## src/hw/rtl/mstk_pkg.sv

```systemverilog
`timescale 1ns / 1ps
package mstk_pkg;
   typedef struct packed {
      logic [3:0]  end_a;
      logic [3:0]  end_b;
      logic [15:0] edge_weight;
      logic        final_edge;
   } req_type;

   typedef struct packed {
      logic [3:0]  pick_a;
      logic [3:0]  pick_b;
      logic [15:0] pick_weight;
      logic        last_pick;
      logic        empty_tree;
      logic        dropped_edges;
   } rsp_type;

   // Classified word handed from the front to the back part.
   typedef struct packed {
      logic [3:0]  end_a;
      logic [3:0]  end_b;
      logic [15:0] edge_weight;
      logic        keep;
      logic        final_edge;
   } cmd_type;

   typedef enum logic [3:0] {
      ST_IDLE,
      ST_SHIFT_RD,
      ST_SHIFT_WR,
      ST_SET_INIT,
      ST_SCAN_RD,
      ST_SCAN_WAIT,
      ST_FIND,
      ST_COMPRESS,
      ST_DECIDE,
      ST_EMIT,
      ST_FINISH
   } back_state_type;
endpackage

```

## src/hw/rtl/minimum_spanning_tree_kruskal.sv

```systemverilog
// Flow: an edge passes the front register and the queue; the back part then
// writes it into an empty store directly, else first moves larger entries up.
// The last edge starts a scan that reads the stored edges in order, walks parent
// links and emits each pick, held by result stalls; the last pick leaves at the end.
// Loading: the back part takes a new edge only once the last one is inserted.
// Reset: synchronous, active high; clears edge count and drop flag, resets union-find.
`timescale 1ns / 1ps
module minimum_spanning_tree_kruskal #(
   parameter int MAX_VERTICES = 16,
   parameter int MAX_EDGES    = 128,
   parameter int WEIGHT_BITS  = 16
) (
   input  logic              clock,
   input  logic              reset,
   input  logic              req_valid,
   output logic              req_ready,
   input  mstk_pkg::req_type req_data,
   output logic              rsp_valid,
   input  logic              rsp_ready,
   output mstk_pkg::rsp_type rsp_data,
   input  logic              csr_write,
   input  logic [4:0]        csr_wdata
);
   import mstk_pkg::*;

   logic [4:0] vcount_ff;
   logic       f_valid, f_ready, b_valid, b_ready;
   cmd_type    f_data, b_data;

   always_ff @(posedge clock) begin
      if (reset) begin
         vcount_ff <= 5'd16;
      end else if (csr_write) begin
         vcount_ff <= csr_wdata;
      end
   end

   mstk_front #(.MAX_VERTICES(MAX_VERTICES), .WEIGHT_BITS(WEIGHT_BITS)) u_front (
      .clock, .reset, .req_valid, .req_ready, .req_data,
      .vcount(vcount_ff), .cmd_valid(f_valid), .cmd_ready(f_ready), .cmd_data(f_data)
   );

   mstk_queue #(.DEPTH(4)) u_queue (
      .clock, .reset, .in_valid(f_valid), .in_ready(f_ready), .in_data(f_data),
      .out_valid(b_valid), .out_ready(b_ready), .out_data(b_data)
   );

   mstk_back #(.MAX_VERTICES(MAX_VERTICES), .MAX_EDGES(MAX_EDGES)) u_back (
      .clock, .reset, .cmd_valid(b_valid), .cmd_ready(b_ready), .cmd_data(b_data),
      .vcount(vcount_ff), .rsp_valid, .rsp_ready, .rsp_data
   );
endmodule

```

## src/hw/rtl/mstk_ram.sv

```systemverilog
`timescale 1ns / 1ps
module mstk_ram #(
   parameter int WIDTH = 8,
   parameter int DEPTH = 16
) (
   input  logic                     clock,
   input  logic                     wr_en,
   input  logic [$clog2(DEPTH)-1:0] wr_addr,
   input  logic [WIDTH-1:0]         wr_data,
   input  logic [$clog2(DEPTH)-1:0] rd_addr,
   output logic [WIDTH-1:0]         rd_data
);
   logic [WIDTH-1:0] mem_ff [DEPTH];
   logic [WIDTH-1:0] rd_data_ff;

   always_ff @(posedge clock) begin
      if (wr_en) begin
         mem_ff[wr_addr] <= wr_data;
      end
      rd_data_ff <= mem_ff[rd_addr];
   end

   assign rd_data = rd_data_ff;
endmodule

```

## src/hw/rtl/mstk_front.sv

```systemverilog
`timescale 1ns / 1ps
module mstk_front #(
   parameter int MAX_VERTICES = 16,
   parameter int WEIGHT_BITS  = 16
) (
   input  logic               clock,
   input  logic               reset,
   input  logic               req_valid,
   output logic               req_ready,
   input  mstk_pkg::req_type  req_data,
   input  logic [4:0]         vcount,
   output logic               cmd_valid,
   input  logic               cmd_ready,
   output mstk_pkg::cmd_type  cmd_data
);
   import mstk_pkg::*;

   localparam int VcW = $clog2(MAX_VERTICES + 1);

   logic [VcW:0]    eff_n;
   logic [VcW:0]    vc_ext;
   logic [VcW:0]    a_ext;
   logic [VcW:0]    b_ext;
   logic [15:0]     wmask;
   logic            full_ff;
   logic            full_in;
   cmd_type         cmd_ff;
   cmd_type         cmd_in;

   always_comb begin
      vc_ext = (VcW + 1)'(vcount);
      eff_n  = (vc_ext > (VcW + 1)'(MAX_VERTICES)) ? (VcW + 1)'(MAX_VERTICES) : vc_ext;
      a_ext  = (VcW + 1)'(req_data.end_a);
      b_ext  = (VcW + 1)'(req_data.end_b);
      for (int i = 0; i < 16; i++) begin
         wmask[i] = (i < WEIGHT_BITS);
      end
      cmd_in.end_a       = req_data.end_a;
      cmd_in.end_b       = req_data.end_b;
      cmd_in.edge_weight = req_data.edge_weight & wmask;
      cmd_in.final_edge  = req_data.final_edge;
      cmd_in.keep        = (a_ext < eff_n) && (b_ext < eff_n);
   end

   // One-deep holding register; capacity checks happen in the back part.
   assign req_ready = !full_ff || cmd_ready;
   assign cmd_valid = full_ff;
   assign cmd_data  = cmd_ff;

   always_comb begin
      full_in = full_ff;
      if (cmd_ready && full_ff) begin
         full_in = 1'b0;
      end
      if (req_valid && req_ready) begin
         full_in = 1'b1;
      end
   end

   always_ff @(posedge clock) begin
      if (reset) begin
         full_ff <= 1'b0;
      end else begin
         full_ff <= full_in;
      end
      if (req_valid && req_ready) begin
         cmd_ff <= cmd_in;
      end
   end
endmodule

```

## src/hw/rtl/mstk_queue.sv

```systemverilog
`timescale 1ns / 1ps
module mstk_queue #(
   parameter int DEPTH = 4
) (
   input  logic              clock,
   input  logic              reset,
   input  logic              in_valid,
   output logic              in_ready,
   input  mstk_pkg::cmd_type in_data,
   output logic              out_valid,
   input  logic              out_ready,
   output mstk_pkg::cmd_type out_data
);
   import mstk_pkg::*;

   localparam int AW = $clog2(DEPTH);

   cmd_type       slot_ff [DEPTH];
   logic [AW-1:0] wp_ff, wp_in, rp_ff, rp_in;
   logic [AW:0]   cnt_ff, cnt_in;
   logic          push, pop;

   assign in_ready  = (cnt_ff != (AW + 1)'(DEPTH));
   assign out_valid = (cnt_ff != '0);
   assign out_data  = slot_ff[rp_ff];
   assign push      = in_valid && in_ready;
   assign pop       = out_valid && out_ready;

   always_comb begin
      wp_in  = push ? ((wp_ff == AW'(DEPTH - 1)) ? '0 : wp_ff + 1'b1) : wp_ff;
      rp_in  = pop ? ((rp_ff == AW'(DEPTH - 1)) ? '0 : rp_ff + 1'b1) : rp_ff;
      cnt_in = cnt_ff + (AW + 1)'(push) - (AW + 1)'(pop);
   end

   always_ff @(posedge clock) begin
      if (reset) begin
         wp_ff  <= '0;
         rp_ff  <= '0;
         cnt_ff <= '0;
      end else begin
         wp_ff  <= wp_in;
         rp_ff  <= rp_in;
         cnt_ff <= cnt_in;
      end
      if (push) begin
         slot_ff[wp_ff] <= in_data;
      end
   end
endmodule

```

## src/hw/rtl/mstk_back.sv

```systemverilog
`timescale 1ns / 1ps
module mstk_back #(
   parameter int MAX_VERTICES = 16,
   parameter int MAX_EDGES    = 128
) (
   input  logic              clock,
   input  logic              reset,
   input  logic              cmd_valid,
   output logic              cmd_ready,
   input  mstk_pkg::cmd_type cmd_data,
   input  logic [4:0]        vcount,
   output logic              rsp_valid,
   input  logic              rsp_ready,
   output mstk_pkg::rsp_type rsp_data
);
   import mstk_pkg::*;

   localparam int EAW = (MAX_EDGES > 1) ? $clog2(MAX_EDGES) : 1;
   localparam int ECW = $clog2(MAX_EDGES + 1);
   localparam int VW  = $clog2(MAX_VERTICES);
   localparam int SW  = $clog2(MAX_VERTICES + 1);
   localparam int VcW = $clog2(MAX_VERTICES + 1);
   localparam int EW  = 24;

   back_state_type state_ff, state_in;

   logic [ECW-1:0] count_ff, count_in;
   logic [ECW-1:0] pos_ff, pos_in;
   logic           drop_ff, drop_in;
   cmd_type        cur_ff, cur_in;
   logic [VW-1:0]  par_ff [MAX_VERTICES];
   logic [SW-1:0]  size_ff [MAX_VERTICES];
   logic [VW-1:0]  vtx_ff, vtx_in;
   logic [VW-1:0]  ra_ff, ra_in;
   logic           side_ff, side_in;
   logic [VW-1:0]  walk_ff, walk_in;
   logic [SW-1:0]  picks_ff, picks_in;
   logic [SW-1:0]  limit_ff, limit_in;
   logic [EW-1:0]  edge_ff, edge_in;
   logic [EW-1:0]  pend_ff, pend_in;
   rsp_type        out_ff, out_in;
   logic           out_full_ff, out_full_in;

   logic           ram_we;
   logic [EAW-1:0] ram_wa, ram_ra;
   logic [EW-1:0]  ram_wd, ram_rd;

   logic           par_we;
   logic [VW-1:0]  par_wa, par_wd;
   logic           join_en;
   logic [VW-1:0]  join_r1, join_r2;
   logic           set_init;
   logic [VcW:0]   eff_n, vc_ext;
   logic [3:0]     ram_a;
   logic [15:0]    ram_w;

   mstk_ram #(.WIDTH(EW), .DEPTH(MAX_EDGES)) u_store (
      .clock   (clock),
      .wr_en   (ram_we),
      .wr_addr (ram_wa),
      .wr_data (ram_wd),
      .rd_addr (ram_ra),
      .rd_data (ram_rd)
   );

   assign ram_a = ram_rd[23:20];
   assign ram_w = ram_rd[15:0];
   assign rsp_valid = out_full_ff;
   assign rsp_data  = out_ff;

   always_comb begin
      vc_ext = (VcW + 1)'(vcount);
      eff_n  = (vc_ext > (VcW + 1)'(MAX_VERTICES)) ? (VcW + 1)'(MAX_VERTICES) : vc_ext;
   end

   always_comb begin
      state_in    = state_ff;
      count_in    = count_ff;
      pos_in      = pos_ff;
      drop_in     = drop_ff;
      cur_in      = cur_ff;
      vtx_in      = vtx_ff;
      ra_in       = ra_ff;
      side_in     = side_ff;
      walk_in     = walk_ff;
      picks_in    = picks_ff;
      limit_in    = limit_ff;
      edge_in     = edge_ff;
      pend_in     = pend_ff;
      out_in      = out_ff;
      out_full_in = out_full_ff;
      cmd_ready   = 1'b0;
      ram_we      = 1'b0;
      ram_wa      = pos_ff[EAW-1:0];
      ram_wd      = {cur_ff.end_a, cur_ff.end_b, cur_ff.edge_weight};
      ram_ra      = pos_ff[EAW-1:0] - 1'b1;
      par_we      = 1'b0;
      par_wa      = walk_ff;
      par_wd      = ra_ff;
      join_en     = 1'b0;
      join_r1     = ra_ff;
      join_r2     = vtx_ff;
      set_init    = 1'b0;

      if (rsp_ready && out_full_ff) begin
         out_full_in = 1'b0;
      end

      case (state_ff)
         ST_IDLE: begin
            cmd_ready = 1'b1;
            if (cmd_valid) begin
               cur_in = cmd_data;
               pos_in = count_ff;
               if (!cmd_data.keep || count_ff == ECW'(MAX_EDGES)) begin
                  drop_in  = 1'b1;
                  state_in = cmd_data.final_edge ? ST_SET_INIT : ST_IDLE;
               end else begin
                  count_in = count_ff + 1'b1;
                  state_in = ST_SHIFT_RD;
               end
            end
         end
         // Insertion: read the entry below, move it up while its weight is larger.
         ST_SHIFT_RD: begin
            if (pos_ff == '0) begin
               ram_we   = 1'b1;
               state_in = cur_ff.final_edge ? ST_SET_INIT : ST_IDLE;
            end else begin
               state_in = ST_SHIFT_WR;
            end
         end
         ST_SHIFT_WR: begin
            ram_we = 1'b1;
            if (ram_w > cur_ff.edge_weight) begin
               ram_wd   = ram_rd;
               pos_in   = pos_ff - 1'b1;
               state_in = ST_SHIFT_RD;
            end else begin
               state_in = cur_ff.final_edge ? ST_SET_INIT : ST_IDLE;
            end
         end
         ST_SET_INIT: begin
            set_init = 1'b1;
            pos_in   = '0;
            picks_in = '0;
            limit_in = (eff_n == '0) ? '0 : SW'(eff_n - 1'b1);
            state_in = ST_SCAN_RD;
         end
         ST_SCAN_RD: begin
            ram_ra = pos_ff[EAW-1:0];
            if (pos_ff == count_ff || picks_ff == limit_ff) begin
               state_in = ST_FINISH;
            end else begin
               state_in = ST_SCAN_WAIT;
            end
         end
         ST_SCAN_WAIT: begin
            edge_in  = ram_rd;
            vtx_in   = VW'(ram_a);
            walk_in  = VW'(ram_a);
            side_in  = 1'b0;
            state_in = ST_FIND;
         end
         // Follow the parent chain one link a cycle.
         ST_FIND: begin
            if (par_ff[vtx_ff] == vtx_ff) begin
               if (!side_ff) begin
                  ra_in = vtx_ff;
               end
               state_in = ST_COMPRESS;
            end else begin
               vtx_in = par_ff[vtx_ff];
            end
         end
         // Point each node on the path at the root, one a cycle.
         ST_COMPRESS: begin
            if (walk_ff == vtx_ff) begin
               if (!side_ff) begin
                  side_in = 1'b1;
                  vtx_in  = VW'(edge_ff[19:16]);
                  walk_in = VW'(edge_ff[19:16]);
                  state_in = ST_FIND;
               end else begin
                  state_in = ST_DECIDE;
               end
            end else begin
               par_we  = 1'b1;
               par_wa  = walk_ff;
               par_wd  = vtx_ff;
               walk_in = par_ff[walk_ff];
            end
         end
         ST_DECIDE: begin
            pos_in = pos_ff + 1'b1;
            if (ra_ff != vtx_ff) begin
               join_en  = 1'b1;
               picks_in = picks_ff + 1'b1;
               state_in = ST_EMIT;
            end else begin
               state_in = ST_SCAN_RD;
            end
         end
         // Hold the newest pick back so the end of the scan can mark it last.
         ST_EMIT: begin
            if (picks_ff == SW'(1)) begin
               pend_in  = edge_ff;
               state_in = ST_SCAN_RD;
            end else if (!out_full_in) begin
               out_in.pick_a        = pend_ff[23:20];
               out_in.pick_b        = pend_ff[19:16];
               out_in.pick_weight   = pend_ff[15:0];
               out_in.empty_tree    = 1'b0;
               out_in.last_pick     = 1'b0;
               out_in.dropped_edges = drop_ff;
               out_full_in          = 1'b1;
               pend_in              = edge_ff;
               state_in             = ST_SCAN_RD;
            end
         end
         ST_FINISH: begin
            if (!out_full_in) begin
               if (picks_ff == '0) begin
                  out_in.pick_a      = '0;
                  out_in.pick_b      = '0;
                  out_in.pick_weight = '0;
                  out_in.empty_tree  = 1'b1;
               end else begin
                  out_in.pick_a      = pend_ff[23:20];
                  out_in.pick_b      = pend_ff[19:16];
                  out_in.pick_weight = pend_ff[15:0];
                  out_in.empty_tree  = 1'b0;
               end
               out_in.last_pick     = 1'b1;
               out_in.dropped_edges = drop_ff;
               out_full_in          = 1'b1;
               count_in             = '0;
               drop_in              = 1'b0;
               state_in             = ST_IDLE;
            end
         end
         default: begin
            state_in = ST_IDLE;
         end
      endcase
   end

   always_ff @(posedge clock) begin
      if (reset) begin
         state_ff    <= ST_IDLE;
         count_ff    <= '0;
         drop_ff     <= 1'b0;
         out_full_ff <= 1'b0;
         for (int v = 0; v < MAX_VERTICES; v++) begin
            par_ff[v]  <= VW'(v);
            size_ff[v] <= SW'(1);
         end
      end else begin
         state_ff    <= state_in;
         count_ff    <= count_in;
         drop_ff     <= drop_in;
         out_full_ff <= out_full_in;
         if (set_init) begin
            for (int v = 0; v < MAX_VERTICES; v++) begin
               par_ff[v]  <= VW'(v);
               size_ff[v] <= SW'(1);
            end
         end else if (join_en) begin
            if (size_ff[join_r1] < size_ff[join_r2]) begin
               size_ff[join_r2] <= size_ff[join_r2] + size_ff[join_r1];
               par_ff[join_r1]  <= join_r2;
            end else begin
               size_ff[join_r1] <= size_ff[join_r1] + size_ff[join_r2];
               par_ff[join_r2]  <= join_r1;
            end
         end else if (par_we) begin
            par_ff[par_wa] <= par_wd;
         end
      end
      pos_ff   <= pos_in;
      cur_ff   <= cur_in;
      vtx_ff   <= vtx_in;
      ra_ff    <= ra_in;
      side_ff  <= side_in;
      walk_ff  <= walk_in;
      picks_ff <= picks_in;
      limit_ff <= limit_in;
      edge_ff  <= edge_in;
      pend_ff  <= pend_in;
      out_ff   <= out_in;
   end
endmodule

```

## config.mk

```make
export PLATFORM = sky130hd
export DESIGN_NAME = minimum_spanning_tree_kruskal
export DESIGN_NICKNAME = d
export VERILOG_FILES = /design/src/hw/rtl/mstk_pkg.sv /design/src/hw/rtl/minimum_spanning_tree_kruskal.sv /design/src/hw/rtl/mstk_ram.sv /design/src/hw/rtl/mstk_front.sv /design/src/hw/rtl/mstk_queue.sv /design/src/hw/rtl/mstk_back.sv
export SDC_FILE = /design/constraint.sdc
export NUM_CORES = 2
export LEC_CHECK = 0
export BUFFER_PORTS_ARGS = -buffer_cell sky130_fd_sc_hd__buf_2
export CORE_UTILIZATION = 35
export DETAILED_ROUTE_END_ITERATION = 12
export GPL_ROUTABILITY_DRIVEN = 0
export MAX_ROUTING_LAYER = met4
export PLACE_DENSITY = 0.61
export SLEW_MARGIN = 20
export SYNTH_ARGS = -nofsm -noshare
export SYNTH_HDL_FRONTEND = slang
export SYNTH_SLANG_ARGS = --single-unit
```

## constraint.sdc

```tcl
create_clock -name clock -period 13.1 [get_ports clock]
set_input_delay 1.965 -clock clock [delete_from_list [all_inputs] [get_ports clock]]
set_output_delay 1.965 -clock clock [all_outputs]
set_load 0.02 [all_outputs]
```

# ---- Yosys cells after proc, flatten, opt, wreduce, memory -nomap -nowiden
# Memories as Yosys holds them, arrays and structs flattened. A register that Yosys moved wholly into a read port is not among the register bits.
# Index checks and enable logic that the tools add are counted.
dict set report totals {
  wordCells 302
  mem_bits_rw 3320
  register_bits 184
  output_inout_bits 29
  input_bits 35
  mem_count 4
}
# memory depth width read_ports rd_ports_with_merged_regs wr line
set mem_list {}
lappend mem_list {u_back.u_store.mem_ff 128 24 1 1 1 mstk_ram.sv:13} ;# logic [WIDTH-1:0] mem_ff [DEPTH];
lappend mem_list {u_queue.slot_ff 4 26 1 1 1 mstk_queue.sv:18} ;# cmd_type slot_ff [DEPTH];
lappend mem_list {u_back.size_ff 16 5 2 2 16 mstk_back.sv:32} ;# logic [SW-1:0] size_ff [MAX_VERTICES];
lappend mem_list {u_back.par_ff 16 4 2 2 16 mstk_back.sv:31} ;# logic [VW-1:0] par_ff [MAX_VERTICES];
dict set report classes {
  muxes 142
  eq_ne 35
  addsub 11
  n_lt_le_gt_ge 5
  n_reduce_logical 39
  n_bitwise 33
}
# cell count
set op_table {}
lappend op_table {{two-way mux 4 bit} 46}
lappend op_table {{two-way mux 24 bit} 5}
lappend op_table {{two-way mux 5 bit} 20}
lappend op_table {{two-way mux 27 bit} 3}
lappend op_table {{one-hot mux 27 bit (2 select lines)} 1}
lappend op_table {{two-way mux 1 bit} 45}
lappend op_table {{one-hot mux 4 bit (11 select lines)} 1}
lappend op_table {{two-way mux 8 bit} 5}
lappend op_table {{OR 1 bit} 32}
lappend op_table {{one-hot mux 8 bit (4 select lines)} 1}
lappend op_table {{adder 8 x 1 -> 8 bit, second input constant} 2}
lappend op_table {{== test 4 x 3 -> 1 bit, second input constant} 4}
lappend op_table {{greater-than comparator 16 bit} 1}
lappend op_table {{inequality test 2 bit, second input constant} 8}
lappend op_table {{one-hot mux 8 bit (2 select lines)} 1}
lappend op_table {{AND reduction 4 bit} 4}
lappend op_table {{== test 4 bit, second input constant} 3}
lappend op_table {{< comparator 4 x 6 -> 1 bit} 2}
lappend op_table {{two-way mux 2 bit} 6}
lappend op_table {{one-hot mux 4 bit (3 select lines)} 1}
lappend op_table {{OR reduction 4 bit} 3}
lappend op_table {{inequality test 2 x 1 -> 1 bit, second input constant} 5}
lappend op_table {{one-hot mux 5 bit (2 select lines)} 1}
lappend op_table {{AND reduction 2 bit} 5}
lappend op_table {{37 further kinds} 60}

# ---- Depth between registers and ports, before layout
dict set report logic_depth {
  ltp_word 11
  depth_mapped 23
  ltp_nobuf 12
}

# ---- Cells and area by module
# Synthesis repeated with hierarchy kept, for this count alone.
dict set report hier_totals {
  cells_unflattened 5982
  area_unflattened_um2 138474.1
}
# module area_each_um2 instances seq_area_each_um2 cells_each
set by_module_without_submodules {}
lappend by_module_without_submodules {mstk_ram 117381.3 1 92728.9 4538}
lappend by_module_without_submodules {mstk_back 15698.8 1 8778.4 1192}
lappend by_module_without_submodules {mstk_queue 4230.3 1 3303.2 185}
lappend by_module_without_submodules {mstk_front 979.7 1 800.8 51}
lappend by_module_without_submodules {minimum_spanning_tree_kruskal 183.9 1 100.1 16}

# ---- Least setup slack after synthesis
# Ideal clock, no wire load.
dict set report synth_path {
  kind {reg2reg}
  startpoint {reg u_back.cur_ff[3] (netlist name)}
  endpoint {mem u_back.u_store.mem_ff[0][0] (netlist name) (data pin)}
  required_time_ns 11.901
  setup_time_ns 1.199
  path_slack_ns 5.053
  synth_period_minus_slack_ns 8.047
  stages_incl_launch_ff 12
  n_path_buf 2
  t_arrival_ns 6.849
  path_cell_list {edfxtp_1 > inv_1 > ha_1 > nor2b_1 > o21a_1 > o21a_1 > o21ai_0 > a21o_1 > a211o_1 > clkbuf_1 > clkbuf_1 > o21ai_0}
}
dict set report synth_via {
  elab_chain_len 3
}
# item line
set synth_lines {}
lappend synth_lines {{start, declared} mstk_back.sv:30} ;# cmd_type cur_ff, cur_in;
lappend synth_lines {{start signal, assigned} mstk_back.sv:281} ;# cur_ff <= cur_in;
lappend synth_lines {{greater-than comparator 16 bit} mstk_back.sv:135} ;# if (ram_w > cur_ff.edge_weight) begin
lappend synth_lines {{two-way mux 24 bit} mstk_back.sv:135}
lappend synth_lines {{two-way mux 24 bit} mstk_back.sv:109} ;# case (state_ff)
lappend synth_lines {{net u_back.ram_wd[0]} mstk_back.sv:46} ;# logic [EW-1:0] ram_wd, ram_rd;
lappend synth_lines {{end, declared} mstk_ram.sv:13}
# The timed path passes the listed nets, and every way through them passes these cells.

# ---- Worst setup path after layout
dict set report layout_path {
  startpoint {reg u_back.state_ff[1]}
  endpoint {reg u_back.u_store.rd_data_ff[18] (netlist: u_back.u_store.rd_data[18]) (read register of u_back.u_store.mem_ff)}
}
dict set report layout_via {
  elab_chain_len 2
}
# item line
set layout_lines {}
lappend layout_lines {{start, declared} mstk_back.sv:25} ;# back_state_type state_ff, state_in;
lappend layout_lines {{start signal, assigned} mstk_back.sv:259} ;# state_ff <= state_in;
lappend layout_lines {{== test 4 x 3 -> 1 bit} mstk_back.sv:109}
lappend layout_lines {{two-way mux 7 bit} mstk_back.sv:109}
lappend layout_lines {{end, declared} mstk_ram.sv:14} ;# logic [WIDTH-1:0] rd_data_ff;
# Every way passes these cells.
# A chain may end at the register's enable or synchronous reset.

==> metrics <==
post-layout util=39.8%; Routed WL=538000 um; Met3 Wirelength=60000 um; Slew @ Worst Pin=1.29 ns; Main synth FF type=edfxtp_1; Synth Warn #=0; leakage=58.1 nW; Crit. End Element=flop; max_cap viols=0; DR WL/cell=30.7 um; TritonCTS clock tree=built; DRT Pass-1 Iters=8; cell area after synthesis=161000 um2; antenna viol nets, final=0; Clock Latency Late Sink=1.00 ns; vias per inst=6.22; total core area=457000 um2; WP data required=13.87 ns; setup_tns=0 ns; Top Layer Used=met4; post-CTS sizing=0; grt ovf=0; total power=48.1 mW; Distinct cells, synth=91; first-pass GRT wire length=754000 um; Slew Limit Fails=0; Hold Crit Depth=0; outcome=complete, no violations; kind of critical path=reg2reg; Hold/Removal Path Class=reg2reg; Die Wd=680 um; DRC errors left=0; cell count after placement=16800; via count=109000; DP HPWL=314000 um; Cells after Synth=11100; most common cell after layout, fill and taps aside=edfxtp_1; vias in the first global route=103000; period utilization=55.4%; RSZ-0062 raised after global routing=false; met2 wire len=241000 um; Initial Util=35.2%; final count of hold timing violations=0; antenna violations before repair=26; post-route clock skew=0.0619 ns; Longest Clk Path Bufs=4; Worst EP arrival=8.02 ns; CTS Hold Bufs=0; Die Area=462000 um2; R2R depth=12; VDD IR-drop max=374 uV; I/O Buffers=63; postcts setup bufs=0; achievable frequency=0.138 GHz; Mean Syn Cell Area=14.4 um2; DR iter-0 viols=15400; Post-DP Area=169000 um2; CTS clk-pin slew, worst paths=0.06 ns; Mapped Nets=11200; Die Ht=680 um; flops & latches, synth=3542; Tmin final=7.25 ns; power density cells=264 nW/um2; Top Ports=64; Setup crit start kind=flop; Post-synth ARST share=0%; final instance area=182000 um2; fin nets=11200; Inserted Clock Buffers=380; Std-Cell Rows=248; root buffer cell=clkbuf_16; most frequent cells in the layout=edfxtp_1, mux2i_1, o22ai_1; Global Route Usage Sum=23.0%; Max H-tree Level=5; pin count of the biggest net entering global routing=149; Slew HR=14.2%; M1 WL=208000 um; number of synthesized flops with an enable pin=3477; synthesis-to-finish area growth=13.2%; post-synthesis sequential area ratio=65.7%; Sink Count=3542; Crit Path Max Fanout=66; non-filler cells, final=17500; layout cell share with drive strength beyond 1=14.9%; Setup-failing EPs final=0
[registers in the layout, summed over array words and instances, names as in the netlist, 3 cells and up, named ones only]
register	flops
u_back.join_r1	4
u_back.picks_ff	5
u_front.cmd_data	26
u_back.size_ff	80
u_queue.cnt_ff	3
u_queue.slot_ff	104
vcount_ff	5
u_back.count_ff	8
u_back.cur_ff	25
u_back.state_ff	4
u_back.edge_ff	24
u_back.join_r2	4
u_back.par_ff	64
u_back.pos_ff	8
u_back.limit_ff	5
u_back.u_store.rd_data	24
u_back.u_store.mem_ff	3072
u_back.pend_ff	24
u_back.rsp_data	27
u_back.walk_ff	4
[cells by family (layout without fill, tap and decap cells)]
| family | after synthesis | count (layout) | share of synthesized area (%) |
|---|---|---|---|
| other | 0 | 16 | 0 |
| AOI/OAI and AO/OA | 2681 | 2681 | 11.3 |
| buffers and inverters | 982 | 1233 | 2.80 |
| xor gates and xnor gates | 57 | 57 | 0.310 |
| adders and majority gates | 54 | 54 | 0.434 |
| and+or+nand+nor | 2227 | 2227 | 6.57 |
| DFF | 3542 | 3542 | 65.7 |
| muxes | 1595 | 1595 | 12.8 |
[metal layers]
| metal | GRT usage (%) | vias to the layer above |
|---|---|---|
| met1 | 29.8 | 55700 |
| met5 | - | - |
| met4 | 10.6 | 0 |
| li1 | - | 45300 |
| met2 | 34.8 | 6783 |
| met3 | 4.71 | 1282 |
[synth_stat cells (98+ instances only)]
cell	count	area, um2
a211oi_1	309	2320
a21oi_1	336	1680
buf_1	98	368
buf_2	382	1910
clkbuf_1	379	1420
edfxtp_1	3477	104000
mux2i_1	1164	11700
mux4_2	368	8290
nand2_1	723	2710
nand3_1	228	1140
nor2_1	357	1340
nor2b_1	222	1390
nor3_1	414	2070
o21ai_0	312	1560
o221ai_1	321	2810
o22ai_1	922	5770
[report_power, final]
group,internal (mW),switching [mW]
combinational,6.72,15.5
clock,6.35,4.58
sequential,14.6,0.327
[worst paths after layout]
path	endpoint	slack [ns]	from
setup reg to reg	u_back.u_store.rd_data[18]	5.85	u_back.state_ff[1]
setup / recovery	u_back.u_store.rd_data[18]	5.85	u_back.state_ff[1]
hold reg to reg	u_back.pend_ff[14]	0.42	u_back.edge_ff[14]
hold / removal	u_back.pend_ff[14]	0.42	u_back.edge_ff[14]
[through the flow]
step / setup slack (ns) / hold WS, ns
after detailed placement: 6.00 / 0.405
final: 5.85 / 0.419
after global routing: 5.59 / 0.427
after floorplan: 5.05 / 0.400
after global placement: 5.45 / 0.404
after CTS: 5.98 / 0.418
[cell type report]
class                      count  area [um2]
antenna                       16        40.0
timing repair buffer         471        3990
multi-input combinational   6614       51900
clock inverter               234        2470
fill                       41700      275000
sequential                  3542      106000
inverter                      55         214
clock buffer                 473       10000
tap                         6125        7660
[worst max-delay path, stage by stage (launching register included)]
cell and delay (ns):
dfxtp_1 0.87, or4b_4 0.71, buf_4 0.65, nand2_8 0.16
nand2_8 0.55, buf_4 0.54, buf_4 0.56, mux4_2 0.58
mux2i_1 0.66, o22ai_1 0.44, nor4_1 0.83, buf_4 0.29
o211ai_1 0.11
No activity file was read; power rests on OpenSTA's default activity.
